--- config.mk ---
export PLATFORM = sky130hd
export DESIGN_NAME = vdps_interp
export DESIGN_NICKNAME = d
export VERILOG_FILES = /design/src/hw/rtl/vdps_pkg.sv /design/src/hw/rtl/vdps_interp.sv
export SDC_FILE = /design/constraint.sdc
export NUM_CORES = 1
export LEC_CHECK = 0
export BUFFER_PORTS_ARGS = -buffer_cell sky130_fd_sc_hd__buf_2
export CAP_MARGIN = 20
export CORE_AREA = 2 2 194 196
export DETAILED_ROUTE_END_ITERATION = 12
export DIE_AREA = 0 0 196 198
export HOLD_SLACK_MARGIN = 0.05
export PLACE_DENSITY_LB_ADDON = 0.2
export SYNTH_ARGS = -nofsm -noshare
export SYNTH_HDL_FRONTEND = slang
export SYNTH_SLANG_ARGS = --single-unit
export TNS_END_PERCENT = 5
--- constraint.sdc ---
create_clock -name clk -period 16.15 [get_ports clk]
set_input_delay 2.4225 -clock clk [delete_from_list [all_inputs] [get_ports clk]]
set_output_delay 2.4225 -clock clk [all_outputs]
set_load 0.03 [all_outputs]
--- src/hw/rtl/vdps_pkg.sv ---
`timescale 1ns / 1ps

package vdps_pkg;

	localparam int SAMPLE_W    = 24;
	localparam int CHANNEL_W   = 1;
	localparam int STEP_IN_W   = 19;
	localparam int DELAY_DEPTH = 4096;
	localparam int CHANNELS    = 2;
	localparam int FRAC_BITS   = 16;

	localparam int IDX_W     = $clog2(DELAY_DEPTH);
	localparam int CH_W      = (CHANNELS > 1) ? $clog2(CHANNELS) : 1;
	localparam int ADDR_W    = CH_W + IDX_W;
	localparam int MEM_DEPTH = (1 << CH_W) * DELAY_DEPTH;
	localparam int POS_W     = IDX_W + FRAC_BITS;
	localparam int FILL_W    = IDX_W + 1;

	localparam int STEP_SH_L = (FRAC_BITS >= 16) ? FRAC_BITS - 16 : 0;
	localparam int STEP_SH_R = (FRAC_BITS < 16) ? 16 - FRAC_BITS : 0;
	localparam int STEP_W    = STEP_IN_W + STEP_SH_L;
	localparam int SUM_W     = ((POS_W > STEP_W) ? POS_W : STEP_W) + 1;

	localparam int DIFF_W = SAMPLE_W + 1;
	localparam int PROD_W = DIFF_W + FRAC_BITS + 1;

	localparam int CFG_IDX_W  = 4;
	localparam int CFG_DATA_W = STEP_IN_W;

	localparam logic [CFG_IDX_W-1:0] REG_BYPASS     = CFG_IDX_W'(0);
	localparam logic [CFG_IDX_W-1:0] REG_PITCH_STEP = CFG_IDX_W'(1);

	localparam logic [STEP_IN_W-1:0] STEP_RESET = STEP_IN_W'(65536);

	typedef struct packed {
		logic                 byp;
		logic [SAMPLE_W-1:0]  sample;
		logic [FRAC_BITS-1:0] frac;
		logic                 fwd_a;
		logic                 fwd_b;
		logic                 zero_a;
		logic                 zero_b;
	} req_t;

	function automatic logic [STEP_W-1:0] scale_step(input logic [STEP_IN_W-1:0] s);
		return (STEP_W'(s) << STEP_SH_L) >> STEP_SH_R;
	endfunction

endpackage

--- src/hw/rtl/vdps_interp.sv ---
`timescale 1ns / 1ps

module vdps_interp
	import vdps_pkg::*;
(
	input  logic                       clk,
	input  logic                       arst_n,
	input  logic                       in_valid,
	input  req_t                       req,
	output logic                       take,
	input  logic [SAMPLE_W-1:0]        rd_data_a,
	input  logic [SAMPLE_W-1:0]        rd_data_b,
	output logic                       out_valid,
	input  logic                       out_stall,
	output logic signed [SAMPLE_W-1:0] sample_out
);

	logic en_s2;
	logic en_s3;
	logic en_o;

	logic v_s1;
	logic v_s2;
	logic v_s3;
	logic vo_q;

	req_t req_s1;

	logic [SAMPLE_W-1:0] a_sel;
	logic [SAMPLE_W-1:0] b_sel;

	logic                     byp_s2;
	logic [SAMPLE_W-1:0]      x_s2;
	logic [SAMPLE_W-1:0]      a_s2;
	logic signed [DIFF_W-1:0] diff_s2;
	logic [FRAC_BITS-1:0]     frac_s2;

	logic signed [PROD_W-1:0] prod;

	logic                     byp_s3;
	logic [SAMPLE_W-1:0]      x_s3;
	logic [SAMPLE_W-1:0]      a_s3;
	logic signed [PROD_W-1:0] prod_s3;

	logic [SAMPLE_W-1:0] y;
	logic [SAMPLE_W-1:0] sample_out_q;

	assign en_o  = !vo_q || !out_stall;
	assign en_s3 = !v_s3 || en_o;
	assign en_s2 = !v_s2 || en_s3;
	assign take  = !v_s1 || en_s2;

	assign a_sel = req_s1.fwd_a ? req_s1.sample : (req_s1.zero_a ? '0 : rd_data_a);
	assign b_sel = req_s1.fwd_b ? req_s1.sample : (req_s1.zero_b ? '0 : rd_data_b);

	assign prod = PROD_W'($signed({1'b0, frac_s2})) * PROD_W'(diff_s2);

	// arithmetic shift by taking upper bits floors the scaled product
	assign y = a_s3 + prod_s3[FRAC_BITS +: SAMPLE_W];

	always_ff @(posedge clk or negedge arst_n) begin
		if (!arst_n) begin
			v_s1 <= 1'b0;
			v_s2 <= 1'b0;
			v_s3 <= 1'b0;
			vo_q <= 1'b0;
		end else begin
			if (take)  v_s1 <= in_valid;
			if (en_s2) v_s2 <= v_s1;
			if (en_s3) v_s3 <= v_s2;
			if (en_o)  vo_q <= v_s3;
		end
	end

	always_ff @(posedge clk) begin
		if (take) begin
			req_s1 <= req;
		end
		if (en_s2) begin
			byp_s2  <= req_s1.byp;
			x_s2    <= req_s1.sample;
			a_s2    <= a_sel;
			diff_s2 <= $signed({b_sel[SAMPLE_W-1], b_sel}) - $signed({a_sel[SAMPLE_W-1], a_sel});
			frac_s2 <= req_s1.frac;
		end
		if (en_s3) begin
			byp_s3  <= byp_s2;
			x_s3    <= x_s2;
			a_s3    <= a_s2;
			prod_s3 <= prod;
		end
		if (en_o) begin
			sample_out_q <= byp_s3 ? x_s3 : y;
		end
	end

	assign out_valid  = vo_q;
	assign sample_out = $signed(sample_out_q);

	a_stall_only_full: assert property (@(posedge clk) disable iff (!arst_n)
		!take |-> (v_s1 && v_s2 && v_s3 && vo_q))
		else $error("input held back while the pipeline has a bubble");

	a_s3_moves_out: assert property (@(posedge clk) disable iff (!arst_n)
		(v_s3 && en_o) |=> vo_q)
		else $error("result lost between last stage and output register");

	a_out_holds: assert property (@(posedge clk) disable iff (!arst_n)
		(vo_q && out_stall) |=> (vo_q && $stable(sample_out_q)))
		else $error("stalled result dropped or changed");

endmodule

# == Yosys cells after proc, flatten, opt, wreduce, memory -nomap -nowiden ==
# Index checks and enable logic that the tools add are counted.
# totals
register_bits,252
latch_bits,0
ramBits,0
romBits,0
output_inout_bits,26
wordCells,38
mem_count,0
# op_classes
add_sub_neg,2
mul,1
div_mod_pow,0
magnitude_cmp,0
eq_ne,0
shifts,0
n_mux,5
bitwise,0
reduce_logical,9
# ops
cell,count
$mux W24,5
$mul A17 B25 Y40,1
$sub A24 B24 Y25,1
$add A24 B24 Y24,1
$logic_not A1 Y1,5
$logic_or A1 B1 Y1,4

# == Depth between registers and ports, before layout ==
# Gate-level depths: netlist of run 1.
# depth
word_depth,5
depth_mapped,25

# == Worst setup path before layout of run 1 ==
# OpenSTA, ideal clock, no wires.
# synth_timing
path_type,input -> output
startpoint,in out_stall
endpoint,out take
arrival_ns,6.370
setup_slack_ns,7.357
stages,3
n_path_buf,0
path_cell_list,nand4_1 inv_1 nand2_1
# synth_between
elab_chain_len,5
# synth_rtl
item,line_no,source
"start, declared",vdps_interp.sv:14,"input logic out_stall,"
$logic_not A1 Y1,vdps_interp.sv:48,assign en_o = !vo_q || !out_stall;
$logic_or A1 B1 Y1,vdps_interp.sv:48,
$logic_or A1 B1 Y1,vdps_interp.sv:49,assign en_s3 = !v_s3 || en_o;
$logic_or A1 B1 Y1,vdps_interp.sv:50,assign en_s2 = !v_s2 || en_s3;
$logic_or A1 B1 Y1,vdps_interp.sv:51,assign take = !v_s1 || en_s2;
"end, declared",vdps_interp.sv:10,"output logic take,"
# No other way between the ends.

# == Worst setup path after layout of run 1 ==
# layout_timing
startpoint,reg frac_s2[5]
endpoint,reg prod_s3[33] (data pin)
# layout_between
elab_chain_len,1
# layout_rtl
item,line_no,source
"start, declared",vdps_interp.sv:36,logic [FRAC_BITS-1:0] frac_s2;
"start signal, assigned",vdps_interp.sv:84,frac_s2 <= req_s1.frac;
$mul A17 B25 Y40,vdps_interp.sv:56,"assign prod = PROD_W'($signed({1'b0, frac_s2})) * PROD_W'(diff_s2);"
named net prod[33],vdps_interp.sv:38,logic signed [PROD_W-1:0] prod;
"end signal, assigned",vdps_interp.sv:90,prod_s3 <= prod;
"end, declared",vdps_interp.sv:43,logic signed [PROD_W-1:0] prod_s3;
# The timed path passes the listed nets, and every way through them passes these cells.
# A chain may end at the register's enable or synchronous reset.

==> run summary, run 1 <==
vias in the first global route -> 17300
Total Routed Length -> 53.9 mm
Post-Layout Cell Count -> 2783
Die H -> 198 µm
WL met2 -> 27.9 mm
worst stage delay on the critical path -> 0.76 ns
Clock Pin Slew Worst Setup and Hold Paths -> 0.07 ns
placed cells -> 2740
fraction of layout cells with a size suffix above 1 -> 8.06%
synth top area cells -> fa_1 32%, edfxtp_1 30%, inv_1 7.6%
starting utilization of the core area -> 63.6%
Post-synth EDFFs -> 232
Primary FF master, synth -> edfxtp_1
Filler Cell Count -> 2740
top-level I/O count -> 123
crit share post-route -> 44.5%
Yosys top cell area share -> 32.3%
unique cell type count in the Yosys netlist -> 53
post-synth top area cell -> fa_1
Clock Latency Late Sink -> 0.54 ns
Worst Hold Launch -> a_s2[18]
top cell family by delay on the critical path -> adder cells
met3 WL -> 3.57 mm
multi-input logic area -> 0.0144 mm²
Util after Layout -> 68.8%
Critical Path Sink Type -> register
Syn Nets -> 2815
Rows -> 71
Top Metal Used -> met4
post-synthesis compound-gate area fraction -> 6.73%
H-tree levels -> 1
Post-DP HPWL -> 40.7 mm
mapped cell area -> 0.0235 mm²
total grt overflow -> 0
post-CTS setup buffer count -> 0
Placer Congestion -> 0.886
Reg-to-Reg Start -> frac_s2[5]
Ant. Diodes -> 0
hold_buf cts -> 0
vias per inst -> 5.71
initial DRC count -> 1149
syn avg cell area -> 10.7 µm²
largest net degree at the start of global routing -> 60
outcome -> finished, final reports clean
crit path buf inv count -> 4
# resized after CTS -> 0
unrepaired setup endpoints after global routing -> no
sequential-to-total area share from yosys stat -> 30.1%
Tightest Pin Transition -> 1.00 ns
instance count of the mapped netlist -> 2196
Post-Synth Simple-Gate Area -> 11.8%
post-DR wirelength/cell -> 19.4 µm
clk sinks -> 236
Core ar. -> 0.0370 mm²
Nets -> 2912
CTS tree -> built
Critical Path Start -> frac_s2[5]
most frequent cells after synthesis -> 478 x inv_1, 379 x fa_1, 295 x nand2_1
CP Max Fanout -> 25
setup TNS -> 0 ns
number of setup violations in the final report -> 0
largest family of logic cells by synthesized area -> adder cells
synthesized flop and latch total -> 236
metal1 wirelength -> 21.1 mm
most common cell type on the critical path -> fa_1
GRT Resource Usage Total -> 29.4%
die area -> 0.0388 mm²
Final Hold Fails -> 0
Async SR Flop Fraction -> 1.69%
clock root buffer -> clkbuf_16
Crit Path Class -> reg -> reg
Tightest Hold Check Type -> reg -> reg
count of final max-slew check failures -> 0
# Max-Cap Violations -> 0
crit path max-delay cell type -> edfxtp_1
first-pass GRT wire length -> 88.4 mm
Clock Skews -> 0.0195 ns
Area growth, synth to finish -> 8.18%
worst relative slew slack -> 33.3%
port bufs -> 122
Post-Synth Adder-Cell Area -> 39.9%
startpoint types -> register
XOR/XNOR Fraction of Synth Area -> 2.68%
YS warnings -> 0
mux cell area share after synthesis -> 0.0479%
Worst Path Arrival -> 7.47 ns
initial antenna violation count -> 1
Worst EP required -> 16.43 ns
crit path cell chain -> and2_1, fa_1, inv_1, fa_1, fa_1, inv_1, fa_1, fa_1, inv_1, fa_1, inv_1, ha_1, a21oi_1, o21ai_0, a31oi_1, nand3_1, a21oi_1, o21ai_1, a2111oi_0, nor3_1, xor2_1
cts bufs inserted -> 23
Die Wd -> 196 µm
Final min period -> 7.19 ns
drt first pass iters -> 5
Final ANT Viol Nets -> 0
routed vias -> 15900
number of buffers on the longest clock path -> 3
Register Area -> 0.00707 mm²
maximum clock rate -> 0.139 GHz
most frequent cell after synthesis -> inv_1
DRC Markers -> 0
[layout by cell type (no fill, tap or decap), drive strengths merged, types with 4 or more instances in the layout]
cell type and count:
inv 479, fa 379, nand2 295, edfxtp 232, and2 160, buf 147
ha 143, a21oi 49, o21ai 48, xnor2 45, nor2 35, clkbuf 29
xor2 27, a22o 23, a22oi 23, a21o 20, nor3 16, nand2b 13
o21a 13, nand3 13, and3 10, a211oi 10, nand4 9, a31oi 9
nor2b 9, clkinv 8, o21bai 6, o31a 5, or3 5, a211o 4
o211ai 4, o31ai 4, dfrtp 4
[metal layers]
layer | up-vias | global-route usage, %
li1 | 7078 | -
met1 | 8119 | 38.1
met2 | 562 | 53.0
met3 | 125 | 4.12
met4 | 0 | 6.76
met5 | - | 0
[registers in the layout (all words and copies together), names as in the netlist, 16 cells and up]
register and cells:
prod_s3 24, req_s1 45, frac_s2 16, a_s3 24, a_s2 24, sample_out 24
diff_s2 25, x_s3 24, x_s2 24
[stage by stage]
stage	hold slack [ns]	setup WS, ns	cell area [µm²]
finish	0.415	8.96	25400
global route	0.424	8.72	25400
CTS	0.416	9.09	25400
detailed placement	0.405	9.09	24600
global placement	0.401	9.40	24600
floorplan	0.400	7.36	23500
[worst paths after layout]
| path | depth (start not counted) | to | slack, ns |
|---|---|---|---|
| max | 21 | prod_s3[33] | 8.96 |
| min | 0 | a_s3[18] | 0.42 |
| max reg2reg | 21 | prod_s3[33] | 8.96 |
| min reg2reg | 0 | a_s3[18] | 0.42 |
| max in group asynchronous | 1 | v_s2 | 14.36 |
| min in group asynchronous | 1 | v_s1 | 1.67 |
[final cells by class]
| cell class | count | area share [%] |
|---|---|---|
| clock inverter | 12 | 0.600 |
| clock buffer | 29 | 2.35 |
| timing repair buffer | 147 | 3.33 |
| multi-input combinational | 1407 | 56.5 |
| inverter | 478 | 7.06 |
| sequential | 236 | 27.8 |
| tap | 474 | 2.33 |
[cells by family (layout without fill, tap and decap cells)]
| group | Yosys count | count (layout) |
|---|---|---|
| adder cells (fa/ha/maj) | 522 | 522 |
| multiplexers | 1 | 1 |
| flip-flops | 236 | 236 |
| AND/OR/NAND/NOR | 577 | 577 |
| AO/OA/AOI/OAI | 235 | 235 |
| XOR/XNOR | 72 | 72 |
| buffers and inverters | 553 | 666 |
Power of run 1 is not shown: default switching activity piles up to over one toggle a cycle in this logic, so the estimate is an artifact.
==> run 2: changes to the inputs <==
Settings changed: ABC_AREA set to 1, CORE_AREA 2 2 194 196 to 2 2 204 206, DIE_AREA 0 0 196 198 to 0 0 206 208.
Clock period 16.15 ns to 7 ns, I/O delays scaled along.
==> run 2 against run 1 <==
Net effect:
- count of clock-buffer cells in the layout is 3 higher
- clock skew increased by 0.0033 ns
- first-iteration DRC count increased by 40%
- register-to-register slack worse by 8.4 ns
- non-clock buffer count is 2 higher
- highest routed layer is now met5
==> run summary, run 2 <==
clk sinks -> 236
Rows -> 74
Worst Path Arrival -> 6.75 ns
crit path max-delay cell type -> edfxtp_1
Syn Nets -> 3570
maximum clock rate -> 0.155 GHz
Final min period -> 6.45 ns
starting utilization of the core area -> 63.3%
Core ar. -> 0.0406 mm²
Die Wd -> 206 µm
worst stage delay on the critical path -> 1.07 ns
R2R depth -> 18
Total Routed Length -> 67.7 mm
Async SR Flop Fraction -> 1.69%
Util after Layout -> 68.0%
synthesized flop and latch total -> 236
Critical Path Sink Type -> register
Clock Pin Slew Worst Setup and Hold Paths -> 0.06 ns
count of final max-slew check failures -> 0
first-pass GRT wire length -> 107 mm
initial antenna violation count -> 3
vias per inst -> 5.48
Primary FF master, synth -> edfxtp_1
top cell family by delay on the critical path -> adder cells
crit path buf inv count -> 3
Placer Congestion -> 0.972
Post-synth EDFFs -> 232
vias in the first global route -> 20300
largest register by flop count -> req_s1
sequential-to-total area share from yosys stat -> 27.5%
crit path cell chain -> nand2_1, fa_1, fa_1, inv_1, fa_1, inv_1, fa_1, inv_1, fa_1, fa_1, ha_1, nand2_1, nor2_1, nand2_1, nor4_2, nand3_1, nand4_1, nand2_1
Tightest Pin Transition -> 1.13 ns
total grt overflow -> 0
Tightest Hold Check Type -> in -> async
hold_buf cts -> 0
cts bufs inserted -> 26
setup TNS -> 0 ns
most common cell type on the critical path -> fa_1
post-DR wirelength/cell -> 19.0 µm
port bufs -> 122
Crit Path Class -> reg -> reg
routed vias -> 19600
syn avg cell area -> 8.70 µm²
crit share post-route -> 92.1%
Final Hold Fails -> 0
instance count of the mapped netlist -> 2951
clock root buffer -> clkbuf_16
mapped cell area -> 0.0257 mm²
most frequent cells after synthesis -> 804 x nand2_1, 750 x inv_1, 379 x fa_1
CP Max Fanout -> 25
fraction of layout cells with a size suffix above 1 -> 6.91%
unique cell type count in the Yosys netlist -> 42
top-level I/O count -> 123
Worst EP required -> 7.31 ns
CTS tree -> built
synth top area cells -> fa_1 30%, edfxtp_1 27%, nand2_1 12%
Largest register FFs -> 45
Ant. Diodes -> 0
unrepaired setup endpoints after global routing -> no
Reg-to-Reg Start -> frac_s2[4]
startpoint types -> register
number of setup violations in the final report -> 0
Die H -> 208 µm
H-tree levels -> 1
most frequent cells in the layout -> 803 x nand2_1, 748 x inv_1, 379 x fa_1
drt first pass iters -> 8
worst flop-to-flop path endpoint -> prod_s3[38]
GRT Resource Usage Total -> 32.8%
Worst R2R Setup Slack -> 0.55 ns
largest net degree at the start of global routing -> 75
Largest regs -> req_s1 x45, diff_s2 x25
Nets -> 3638
post-synth top area cell -> fa_1
post-CTS setup buffer count -> 0
most frequent cell after synthesis -> nand2_1
Final ANT Viol Nets -> 0
Yosys top cell area share -> 29.6%
Critical Path Start -> frac_s2[4]
outcome -> finished, final reports clean
Area growth, synth to finish -> 7.50%
Post-DP HPWL -> 55.4 mm
DRC Markers -> 0
initial DRC count -> 1607
YS warnings -> 0
die area -> 0.0428 mm²
worst relative slew slack -> 24.6%
most common cell after layout, fill and taps aside -> nand2_1
# Max-Cap Violations -> 0
# resized after CTS -> 0
Clock Skews -> 0.0228 ns
Clock Latency Late Sink -> 0.55 ns
number of buffers on the longest clock path -> 3
## run 2: cell count changes in the layout (fill, tap and decap cells not counted), sizes merged, moves of 34 or more
cell and change:
nand2 +513, inv +271, and2 -159, nor2 +87, nand3 +72, a21oi +50, xnor2 -34
## run 2: cell families after synthesis
kind of cell    Yosys count  synth area share [%]
buf+inv                 859                  12.6
simple gates           1066                  16.7
flops                   236                  27.5
fa+ha+maj               522                  36.5
xor+xnor                 40                  1.37
compound gates          228                  5.26
## run 2: area by class of cell
class	instances	area, µm²
inverters	750	2820
repair buffers	149	833
clock buffers	32	673
fillers	3303	13000
well taps	532	666
flip-flops and latches	236	7070
clock inverters	15	165
multi-input cells	1856	15400
## run 2: worst reg2reg max path, stage by stage (launching register included)
cell and delay, ns:
edfxtp_1 1.07, nand2_1 0.18, fa_1 0.63, fa_1 0.69, inv_1 0.20, fa_1 0.53
inv_1 0.06, fa_1 0.54, inv_1 0.05, fa_1 0.49, fa_1 0.43, ha_1 0.41
nand2_1 0.10, nor2_1 0.19, nand2_1 0.12, nor4_2 0.19, nand3_1 0.15, nand4_1 0.12
nand2_1 0.06
## run 2: metrics by stage
| step | setup WS, ns | hold slack (ns) | std cells | cell area [µm²] |
|---|---|---|---|---|
| 2_1_floorplan | 1.33 | 0.400 | 2951 | 25700 |
| 3_3_place_gp | 0.772 | 0.401 | 3522 | 26700 |
| 3_5_place_dp | 0.672 | 0.405 | 3522 | 26700 |
| 4_1_cts | 0.604 | 0.279 | 3569 | 27600 |
| 5_1_grt | 0.218 | 0.288 | 3570 | 27600 |
| 6_report | 0.554 | 0.298 | 3570 | 27600 |
## run 2: how the worst max path moves through the flow
stage	to	slack (ns)	cells past startpoint
2_1_floorplan	prod_s3[36]	1.33	22
3_3_place_gp	prod_s3[38]	0.77	19
3_5_place_dp	prod_s3[39]	0.67	20
4_1_cts	prod_s3[39]	0.60	20
5_1_grt	prod_s3[36]	0.22	20
6_report	prod_s3[38]	0.55	18
## run 2: layer usage
metal | part of all wire [%] | vias to the layer above | track usage (%)
met5 | 0.027 | - | 0
met4 | 3.6 | 2 | 10.7
met3 | 8.5 | 152 | 5.86
met2 | 48 | 830 | 53.0
met1 | 40 | 9606 | 45.0
li1 | - | 8990 | -
Power of run 2 is left out for the same reason.
