`src/hw/rtl/vdps_pkg.sv`:
```
`timescale 1ns / 1ps

package vdps_pkg;

	localparam int SAMPLE_W    = 24;
	localparam int CHANNEL_W   = 1;
	localparam int STEP_IN_W   = 19;
	localparam int DELAY_DEPTH = 4096;
	localparam int CHANNELS    = 2;
	localparam int FRAC_BITS   = 16;

	localparam int IDX_W     = $clog2(DELAY_DEPTH);
	localparam int CH_W      = (CHANNELS > 1) ? $clog2(CHANNELS) : 1;
	localparam int ADDR_W    = CH_W + IDX_W;
	localparam int MEM_DEPTH = (1 << CH_W) * DELAY_DEPTH;
	localparam int POS_W     = IDX_W + FRAC_BITS;
	localparam int FILL_W    = IDX_W + 1;

	localparam int STEP_SH_L = (FRAC_BITS >= 16) ? FRAC_BITS - 16 : 0;
	localparam int STEP_SH_R = (FRAC_BITS < 16) ? 16 - FRAC_BITS : 0;
	localparam int STEP_W    = STEP_IN_W + STEP_SH_L;
	localparam int SUM_W     = ((POS_W > STEP_W) ? POS_W : STEP_W) + 1;

	localparam int DIFF_W = SAMPLE_W + 1;
	localparam int PROD_W = DIFF_W + FRAC_BITS + 1;

	localparam int CFG_IDX_W  = 4;
	localparam int CFG_DATA_W = STEP_IN_W;

	localparam logic [CFG_IDX_W-1:0] REG_BYPASS     = CFG_IDX_W'(0);
	localparam logic [CFG_IDX_W-1:0] REG_PITCH_STEP = CFG_IDX_W'(1);

	localparam logic [STEP_IN_W-1:0] STEP_RESET = STEP_IN_W'(65536);

	typedef struct packed {
		logic                 byp;
		logic [SAMPLE_W-1:0]  sample;
		logic [FRAC_BITS-1:0] frac;
		logic                 fwd_a;
		logic                 fwd_b;
		logic                 zero_a;
		logic                 zero_b;
	} req_t;

	function automatic logic [STEP_W-1:0] scale_step(input logic [STEP_IN_W-1:0] s);
		return (STEP_W'(s) << STEP_SH_L) >> STEP_SH_R;
	endfunction

endpackage

```
`src/hw/rtl/vdps_ctrl.sv`:
```
`timescale 1ns / 1ps

module vdps_ctrl
	import vdps_pkg::*;
(
	input  logic                  clk,
	input  logic                  arst_n,
	input  logic                  accept,
	input  logic [CHANNEL_W-1:0]  channel,
	input  logic [SAMPLE_W-1:0]   sample,
	input  logic                  cfg_valid,
	output logic                  cfg_ready,
	input  logic [CFG_IDX_W-1:0]  cfg_index,
	input  logic [CFG_DATA_W-1:0] cfg_data,
	output req_t                  req,
	output logic                  wr_en,
	output logic [ADDR_W-1:0]     wr_addr,
	output logic [ADDR_W-1:0]     rd_addr_a,
	output logic [ADDR_W-1:0]     rd_addr_b
);

	logic                 bypass_q;
	logic [STEP_IN_W-1:0] step_q;
	logic [POS_W-1:0]     pos_q  [CHANNELS];
	logic [IDX_W-1:0]     wi_q   [CHANNELS];
	logic [FILL_W-1:0]    fill_q [CHANNELS];

	logic [CH_W-1:0]   ch_idx;
	logic              ch_ok;
	logic              byp;
	logic [POS_W-1:0]  pos;
	logic [IDX_W-1:0]  wi;
	logic [FILL_W-1:0] fill;
	logic [IDX_W-1:0]  idx_a;
	logic [IDX_W-1:0]  idx_b;
	logic [POS_W-1:0]  pos_next;

	assign cfg_ready = 1'b1;

	assign ch_idx = CH_W'(channel);
	assign ch_ok  = (32'(channel) < CHANNELS);
	assign byp    = bypass_q || !ch_ok;

	assign pos  = pos_q[ch_idx];
	assign wi   = wi_q[ch_idx];
	assign fill = fill_q[ch_idx];

	assign idx_a = pos[POS_W-1:FRAC_BITS];
	assign idx_b = idx_a + IDX_W'(1);

	assign pos_next = POS_W'(SUM_W'(pos) + SUM_W'(scale_step(step_q)));

	assign wr_en     = accept && !byp;
	assign wr_addr   = {ch_idx, wi};
	assign rd_addr_a = {ch_idx, idx_a};
	assign rd_addr_b = {ch_idx, idx_b};

	// entries at or beyond the fill count were never written and read as zero
	always_comb begin
		req.byp    = byp;
		req.sample = sample;
		req.frac   = pos[FRAC_BITS-1:0];
		req.fwd_a  = (idx_a == wi);
		req.fwd_b  = (idx_b == wi);
		req.zero_a = (FILL_W'(idx_a) >= fill) && (idx_a != wi);
		req.zero_b = (FILL_W'(idx_b) >= fill) && (idx_b != wi);
	end

	always_ff @(posedge clk or negedge arst_n) begin
		if (!arst_n) begin
			bypass_q <= 1'b0;
			step_q   <= STEP_RESET;
		end else if (cfg_valid && cfg_ready) begin
			case (cfg_index)
				REG_BYPASS:     bypass_q <= cfg_data[0];
				REG_PITCH_STEP: step_q   <= cfg_data[STEP_IN_W-1:0];
				default:        ;
			endcase
		end
	end

	always_ff @(posedge clk or negedge arst_n) begin
		if (!arst_n) begin
			for (int c = 0; c < CHANNELS; c++) begin
				pos_q[c]  <= '0;
				wi_q[c]   <= '0;
				fill_q[c] <= '0;
			end
		end else if (wr_en) begin
			pos_q[ch_idx] <= pos_next;
			wi_q[ch_idx]  <= wi + IDX_W'(1);
			if (fill != FILL_W'(DELAY_DEPTH)) begin
				fill_q[ch_idx] <= fill + FILL_W'(1);
			end
		end
	end

	a_fill_tracks_wi: assert property (@(posedge clk) disable iff (!arst_n)
		wr_en |-> (fill == FILL_W'(DELAY_DEPTH) || FILL_W'(wi) == fill))
		else $error("fill count and write index disagree");

endmodule

```
`config.mk`:
```
export PLATFORM = sky130hd
export DESIGN_NAME = vdps_ctrl
export DESIGN_NICKNAME = d
export VERILOG_FILES = /design/src/hw/rtl/vdps_pkg.sv /design/src/hw/rtl/vdps_ctrl.sv
export SDC_FILE = /design/constraint.sdc
export NUM_CORES = 1
export LEC_CHECK = 0
export BUFFER_PORTS_ARGS = -buffer_cell sky130_fd_sc_hd__buf_2
export CORE_MARGIN = 2
export CORE_UTILIZATION = 40
export DETAILED_ROUTE_END_ITERATION = 8
export GPL_TIMING_DRIVEN = 0
export PLACE_DENSITY = 0.65
export SETUP_SLACK_MARGIN = 0.4
export SLEW_MARGIN = 40
export SYNTH_ARGS = -nofsm -noshare
export SYNTH_HDL_FRONTEND = slang
export SYNTH_SLANG_ARGS = --single-unit
```
`constraint.sdc`:
```
create_clock -name clk -period 7.1 [get_ports clk]
set_clock_uncertainty 0.05 [all_clocks]
set_input_delay 0.71 -clock clk [delete_from_list [all_inputs] [get_ports clk]]
set_output_delay 0.71 -clock clk [all_outputs]
set_load 0.01 [all_outputs]
```
# After elaboration in Yosys (flattened, before gate mapping)
# Index checks and enable logic that the tools add are counted.
[totals] wordCells=50 output_inout_bits=86 in_bits=52 regBits=126
[classes] n_reduce_logical=9 add_sub_neg=4 muxes=18 n_bitwise=1 n_eq_ne=6 n_lt_le_gt_ge=4
[op_table] op="28-bit 2-to-1 mux" count=4
[op_table] op="56-bit bitwise mux" count=1
[op_table] op="13-bit 2-to-1 mux" count=4
[op_table] op="12-bit 2-to-1 mux" count=4
[op_table] op="28-bit by 19-bit adder with 28-bit output" count=1
[op_table] op="28-bit demux with 1-bit select" count=1
[op_table] op="26-bit bitwise mux" count=1
[op_table] op="12-bit by 13-bit greater-or-equal comparator with 1-bit output" count=2
[op_table] op="12-bit by 1-bit adder with 12-bit output (second input constant)" count=2
[op_table] op="24-bit bitwise mux" count=1
[op_table] op="12-bit equality test" count=2
[op_table] op="12-bit != test" count=2
[op_table] op="13-bit by 1-bit adder with 13-bit output (second input constant)" count=1
[op_table] op="13-bit demux with 1-bit select" count=1
[op_table] op="13-bit != test (second input constant)" count=1
[op_table] op="12-bit demux with 1-bit select" count=1
[op_table] op="2-bit AND reduction" count=3
[op_table] op="4-bit by 1-bit equality test with 1-bit output (second input constant)" count=1
[op_table] op="1-bit logical AND" count=4
[op_table] op="4-bit zero test" count=1
[op_table] op="2-bit greater-or-equal comparator (second input constant)" count=1
[op_table] op="2-bit by 1-bit less-than comparator with 1-bit output (second input constant)" count=1
[op_table] op="1-bit NOT with 2-bit output" count=1
[op_table] op="1-bit zero test" count=1

# Depth between registers and ports, before layout
# Gate-level depths: netlist of the first run.
[depth] word_depth=7 ltp_mapped=18 ltp_nobuf=13

# Least setup slack after synthesis of the first run
# OpenSTA, ideal clock, no wires.
[synth_timing] path_kind="input-to-output" start="in channel" end="out req[0] (netlist bit)" path_slack_ns=2.244 path_stages=18 n_path_buf=5 t_required_ns=6.340 arrival_ns=4.096 path_cell_list="buf_2 -> buf_4 -> buf_4 -> buf_2 -> buf_2 -> mux2i_1 -> inv_1 -> ha_1 -> o21ai_1 -> nor2_1 -> xor2_1 -> ha_1 -> a21oi_1 -> nor2b_1 -> o21ai_0 -> a21oi_1 -> o31ai_1 -> a211oi_2"
[synth_lines] element="start, declared" line_no="vdps_ctrl.sv:9" rtl="input logic [CHANNEL_W-1:0] channel,"
[synth_lines] element="end, declared" line_no="vdps_ctrl.sv:15" rtl="output req_t req,"

==> flow_summary.json, run 1 <==
{
  "status": "finished, final reports clean",
  "synth_area_leaders": "dfrtp_1 (38%), mux2_2 (10%), ha_1 (7.1%)",
  "die_w_um": 148,
  "p_int_uw": 2100,
  "cts_num_sinks": 126,
  "viasPerCell": 5.38,
  "setup_violations": 0,
  "fin_cells": 1253,
  "maxClockFrequency_mhz": 162,
  "yosysSeqAreaShare_pct": 38.0,
  "fin_nets": 1070,
  "clock_latency_ns": 0.43,
  "p_switching_uw": 1380,
  "cts_buffer_depth": 2,
  "critPathMaxFanout": 10,
  "synth_cell_types": 62,
  "grt_overflow": 0,
  "path_cells": "buf_2 > buf_2 > buf_4 > buf_4 > buf_2 > buf_2 > mux2i_1 > inv_1 > ha_1 > o21ai_1 > nor2_1 > xor2_1 > ha_1 > a21oi_1 > nor2b_1 > o21ai_0 > a21oi_1 > o31ai_1 > a211oi_2 > buf_2",
  "diodes": 0,
  "path_class": "input pin to output port",
  "ctsHoldBuffers": 0,
  "die_h_um": 148,
  "io_pins": 138,
  "syn-cell-area_um2": 8300,
  "ff_latch_area_um2": 3150,
  "rows": 52,
  "pwr-share-seq_pct": 31.0,
  "drt_first_pass_iters": 5,
  "swShare_pct": 39.5,
  "numCtsBuffers": 17,
  "final_core_util_pct": 48.4,
  "rsz0062_at_grt": "false",
  "postCtsSetupBuffers": 0,
  "port_buffers": 112,
  "tns_ns": 0,
  "tightest_slew_ns": 0.626,
  "coreArea_um2": 20300,
  "grt_start_max_net_pins": 70,
  "cp_top_family": "buffers and inverters",
  "grt_use_total_pct": 20.7,
  "initial_core_util_pct": 40.9,
  "critPathSlowestCell": "mux2i_1",
  "grt_pass1_wl_um": 35400,
  "gp_congestion": 0.856,
  "ys.flop_type": "dfrtp_1",
  "final_layout_size_suffix_gt1_share_pct": 28.7,
  "yosysTopAreaCell": "dfrtp_1",
  "final_max_slew_viol_count": 0,
  "required_ns": 6.34,
  "p_per_area_nw_per_um2": 354,
  "first_global_vias": 6645,
  "fillerInstances": 1960,
  "drc_errors": 0,
  "fin_ws_ns": 0.943,
  "hpwl_um": 16800,
  "yosys_warnings": 0,
  "drt_iter0_drc": 343,
  "vias": 6743,
  "antenna_left": 0,
  "synth-edff-count": 0,
  "crit_top_cell": "buf_2",
  "period_share_pct": 86.7,
  "hold_viol_final": 0,
  "maxSlewHeadroom_pct": 58.2,
  "syn_area_per_cell_um2": 9.90,
  "cts_resized": 0,
  "yosysTopAreaCellShare_pct": 37.7,
  "ys_seq_elements": 126,
  "maxCapViolCount": 0,
  "multiInputGateArea_um2": 4700,
  "async_flop_share_pct": 100,
  "syn_to_final_growth_pct": 18.4,
  "power.leakage_uw": 0.00478,
  "crit_arrival_ns": 5.40,
  "cpPeakStageDelay_ns": 0.39,
  "worstSetupStartpointType": "input pin",
  "ir_worst_vdd_uv": 226,
  "avgRoutedWirePerCell_um": 17.7,
  "antenna_found_initial": 0,
  "htree_num_levels": 4,
  "period_needed_ns": 6.16,
  "cts.reportedPaths.clkPinSlew_ns": 0.06,
  "dieArea_um2": 21900,
  "path_buf_inv": 8,
  "pwr-share-comb_pct": 43.9,
  "syn_nets": 938,
  "holdWs_ns": 0.155,
  "cts_tree": "built",
  "totalWireLength_um": 22200,
  "hold_class": "input pin to asynchronous set/reset pin",
  "place_ws_ns": 0.973,
  "placed_cells": 1221,
  "cts_root_buf": "clkbuf_16",
  "clock_power_share_pct": 25.1,
  "end_kind": "output port",
  "synth_cells": 838
}
==> synthesized netlist by cell type, types with 5 or more instances <==
cell type    n
and2_1       8
nor3_1      13
xor2_1      44
a21o_1      16
buf_2        9
nor4_1       6
dfrtp_1    125
nand2_1    106
nor2b_1     13
o21ai_0     74
a31oi_1      5
nand3_1     20
clkbuf_1    11
a211oi_1     5
ha_1        47
buf_4       32
nand2b_1     7
a211oi_2     5
mux2i_1     15
a21oi_1     35
nand4_1      5
nor2_1      24
mux2_2      75
inv_1       13
nand3b_1     8
xnor2_1     55
==> stage by stage <==
stage	instance area (um^2)	power, uW
after floorplan	8300	2140
after global placement	9200	2560
after detailed placement	9230	2600
after CTS	9820	3480
after global routing	9820	3710
final	9820	3480
==> layout make-up <==
| class | instances | share of cell area, % |
|---|---|---|
| inverter | 13 | 0.497 |
| clock inverter | 13 | 1.58 |
| sequential | 126 | 32.1 |
| tap | 270 | 3.44 |
| buffer | 60 | 3.97 |
| timing repair buffer | 113 | 6.09 |
| multi-input combinational | 639 | 47.9 |
| clock buffer | 19 | 4.41 |
==> cells in the final DEF, fill, tap and decap left out, drive strengths merged, types with 5 or more instances in the layout <==
master,Yosys,layout
inv,13,18
nor3,14,14
nand3b,8,8
a31oi,5,5
xnor2,55,55
a21oi,37,37
dfrtp,125,125
nand2,106,106
nor4,7,7
mux2,76,76
mux2i,18,18
and2,8,8
buf,49,162
clkbuf,11,30
clkinv,0,5
a211oi,10,10
ha,47,47
nand4,5,5
a21o,16,16
o21ai,76,76
xor2,44,44
nand3,20,20
nor2,25,25
nor2b,13,13
nand2b,7,7
==> power by group through the flow <==
stage	Combinational (uW)	Clock, uW	Sequential, uW
2_1_floorplan	1110	0	1030
3_3_place_gp	1490	0	1070
3_5_place_dp	1510	0	1080
4_1_cts	1520	885	1070
5_1_grt	1690	915	1100
6_report	1530	874	1080
==> flip-flops by register name, indices dropped and copies added, names as in the netlist <==
name and count:
byp 1, step_q 19, wi_q 24, fill_q 26
pos_q 56
==> routing by layer <==
layer | share of wire, % | global-route usage (%) | vias up
met2 | 47 | 34.0 | 212
met1 | 45 | 27.6 | 3291
met4 | 1.9 | 6.10 | 0
met5 | 0 | 0 | -
li1 | - | - | 3203
met3 | 5.6 | 4.35 | 37
==> logic make-up (layout without fill, tap and decap cells) <==
family | count (synthesis) | after routing | share of synthesized area [%]
adder cells (fa/ha/maj) | 48 | 48 | 7.33
other | 1 | 1 | 0.0452
XOR/XNOR | 99 | 99 | 10.4
flip-flops | 126 | 126 | 38.0
AO/OA/AOI/OAI | 168 | 168 | 12.5
AND/OR/NAND/NOR | 229 | 229 | 13.5
buffers and inverters | 73 | 218 | 5.29
multiplexers | 94 | 94 | 12.9
==> worst paths after layout <==
path / startpoint / endpoint / slack [ns] / cells past startpoint
min: arst_n / fill_q[22] / 0.16 / 1
max in group asynchronous: arst_n / wi_q[7] / 6.15 / 2
max reg2reg: pos_q[28] / pos_q[26] / 3.74 / 10
min reg2reg: wi_q[14] / wi_q[14] / 0.42 / 1
max: channel / req[0] / 0.94 / 20
min in group clk: wi_q[14] / wi_q[14] / 0.42 / 1
No activity file was read; power rests on OpenSTA's default activity.
==> run 2, diff against run 1 <==
--- a/config.mk
+++ b/config.mk
@@ -12,3 +12,3 @@
 export GPL_TIMING_DRIVEN = 0
-export PLACE_DENSITY = 0.65
+export PLACE_DENSITY_LB_ADDON = 0.25
 export SETUP_SLACK_MARGIN = 0.4
==> constraint.sdc (replaced) <==
create_clock -name clk -period 7.1 [get_ports clk]
set_clock_uncertainty 0.05 [all_clocks]
set_input_delay 0.355 -clock clk [delete_from_list [all_inputs] [get_ports clk]]
set_output_delay 0.355 -clock clk [all_outputs]
set_load 0.01 [all_outputs]
==> flow_summary.json, run 2 (synthesis gave the netlist of run 1 again) <==
{
  "antenna_left": 0,
  "grt_pass1_wl_um": 35500,
  "crit_top_cell": "buf_2",
  "avgRoutedWirePerCell_um": 17.6,
  "coreArea_um2": 20300,
  "power.leakage_uw": 0.00478,
  "period_needed_ns": 5.57,
  "hold_viol_final": 0,
  "critPathMaxFanout": 10,
  "die_w_um": 148,
  "cts_resized": 0,
  "top_regs": "pos_q x56, fill_q x26, wi_q x24",
  "vias": 6646,
  "io_pins": 138,
  "largest_reg_flops": 56,
  "mostFrequentLayoutCell": "dfrtp_1",
  "final_layout_size_suffix_gt1_share_pct": 28.9,
  "maxClockFrequency_mhz": 180,
  "clock_latency_ns": 0.42,
  "initial_core_util_pct": 40.9,
  "critPathSlowestCell": "mux2i_1",
  "setup_violations": 0,
  "path_cells": "buf_2 > buf_2 > buf_4 > buf_4 > buf_2 > buf_2 > mux2i_1 > inv_1 > ha_1 > o21ai_1 > nor2_1 > xor2_1 > ha_1 > a21oi_1 > nor2b_1 > o21ai_0 > a21oi_1 > o31ai_1 > a211oi_2 > buf_2",
  "hpwl_um": 16900,
  "syn_to_final_growth_pct": 18.8,
  "cpPeakStageDelay_ns": 0.40,
  "end_kind": "output port",
  "fillerInstances": 1963,
  "hold_class": "input pin to register",
  "antenna_found_initial": 0,
  "cts_num_sinks": 126,
  "cts_buffer_depth": 2,
  "totalWireLength_um": 22100,
  "use_met2_pct": 33.7,
  "required_ns": 6.69,
  "fin_nets": 1072,
  "dieArea_um2": 21900,
  "first_global_vias": 6513,
  "place_ws_ns": 1.63,
  "tightest_slew_ns": 0.626,
  "maxCapViolCount": 0,
  "worstSetupStartpointType": "input pin",
  "diodes": 0,
  "use_met1_pct": 28.7,
  "met3_usage_pct": 4.35,
  "maxSlewHeadroom_pct": 58.2,
  "die_h_um": 148,
  "grt_use_total_pct": 20.8,
  "postCtsSetupBuffers": 0,
  "numCtsBuffers": 17,
  "cts_root_buf": "clkbuf_16",
  "regMostFlops": "pos_q",
  "grt.busiest_layer": "met2",
  "cts_tree": "built",
  "tns_ns": 0,
  "rows": 52,
  "cp_top_family": "buffers and inverters",
  "gp_congestion": 0.849,
  "fin_ws_ns": 1.53,
  "rsz0062_at_grt": "false",
  "drt_first_pass_iters": 4,
  "drt_iter0_drc": 457,
  "viasPerCell": 5.30,
  "final_max_slew_viol_count": 0,
  "ir_worst_vdd_uv": 188,
  "path_buf_inv": 8,
  "grt_start_max_net_pins": 52,
  "port_buffers": 112,
  "crit_arrival_ns": 5.16,
  "ctsHoldBuffers": 1,
  "grt_overflow": 0,
  "path_class": "input pin to output port",
  "most-common-layout-cells": "dfrtp_1 (125), buf_2 (120), nand2_1 (106), mux2_2 (75), o21ai_0 (74)",
  "status": "finished, final reports clean",
  "cts.reportedPaths.clkPinSlew_ns": 0.06,
  "drc_errors": 0,
  "period_share_pct": 78.4,
  "htree_num_levels": 4,
  "p_per_area_nw_per_um2": 352
}
## run 2: cell types whose count changed in the layout (fill, tap and decap cells not counted), sizes merged
cell / previous run / this run
clkinv: 5 / 2
buf: 162 / 163
clkbuf: 30 / 28
clkinvlp: 1 / 5
dlygate4sd3: 0 / 1
## run 2: cell type report
class / instances / area (um^2) / area share (%)
Clock buffer: 17 / 425 / 4.32
Multi-Input combinational cell: 639 / 4700 / 47.7
Sequential cell: 126 / 3150 / 32.0
Inverter: 13 / 48.8 / 0.495
Clock inverter: 14 / 159 / 1.61
Timing Repair Buffer: 115 / 636 / 6.45
Buffer: 60 / 390 / 3.96
Tap cell: 270 / 338 / 3.43
## run 2: worst reg2reg max path, stage by stage, from the launching register on
cell	delay (ns)
dfrtp_1	0.38
mux2_2	0.28
ha_1	0.24
fa_1	0.42
a21oi_1	0.24
o211ai_1	0.18
a31o_2	0.31
and4_1	0.22
a211oi_2	0.55
nor4_1	0.15
xor2_1	0.17
## run 2: worst paths after layout
| kind | endpoint | start | depth (start not counted) | slack, ns |
|---|---|---|---|---|
| worst min register to register | wi_q[14] | wi_q[14] | 1 | 0.42 |
| max in group asynchronous | pos_q[40] | arst_n | 4 | 5.85 |
| worst min-delay path | step_q[4] | cfg_data[4] | 2 | 0.11 |
| worst max register to register | pos_q[26] | pos_q[0] | 10 | 3.77 |
| min in group asynchronous | wi_q[21] | arst_n | 2 | 0.33 |
| worst max-delay path | req[0] | channel | 20 | 1.53 |
## run 2: power breakdown
group / leakage (uW) / switching [uW] / internal (uW)
combinational: 0.00288 / 857 / 667
clock: 0.000269 / 352 / 520
sequential: 0.00163 / 157 / 913
## run 2: layer usage
metal / share of wire, % / routed length [um]
met1: 47 / 10300
met3: 5.1 / 1140
met4: 1.4 / 302
met2: 47 / 10400
met5: 0 / 0
## run 2: through the flow
stage / cell area [um^2] / utilization (%) / instances / hold WS [ns] / total power (uW)
after floorplan: 8300 / - / 838 / 0.00941 / 2140
after global placement: 9200 / 45.3 / 1220 / 0.408 / 2570
after detailed placement: 9260 / 45.6 / 1222 / 0.185 / 2600
after CTS: 9860 / 48.6 / 1254 / 0.0913 / 3480
after global routing: 9860 / 48.6 / 1254 / 0.106 / 3720
final: 9860 / 48.6 / 1254 / 0.108 / 3470
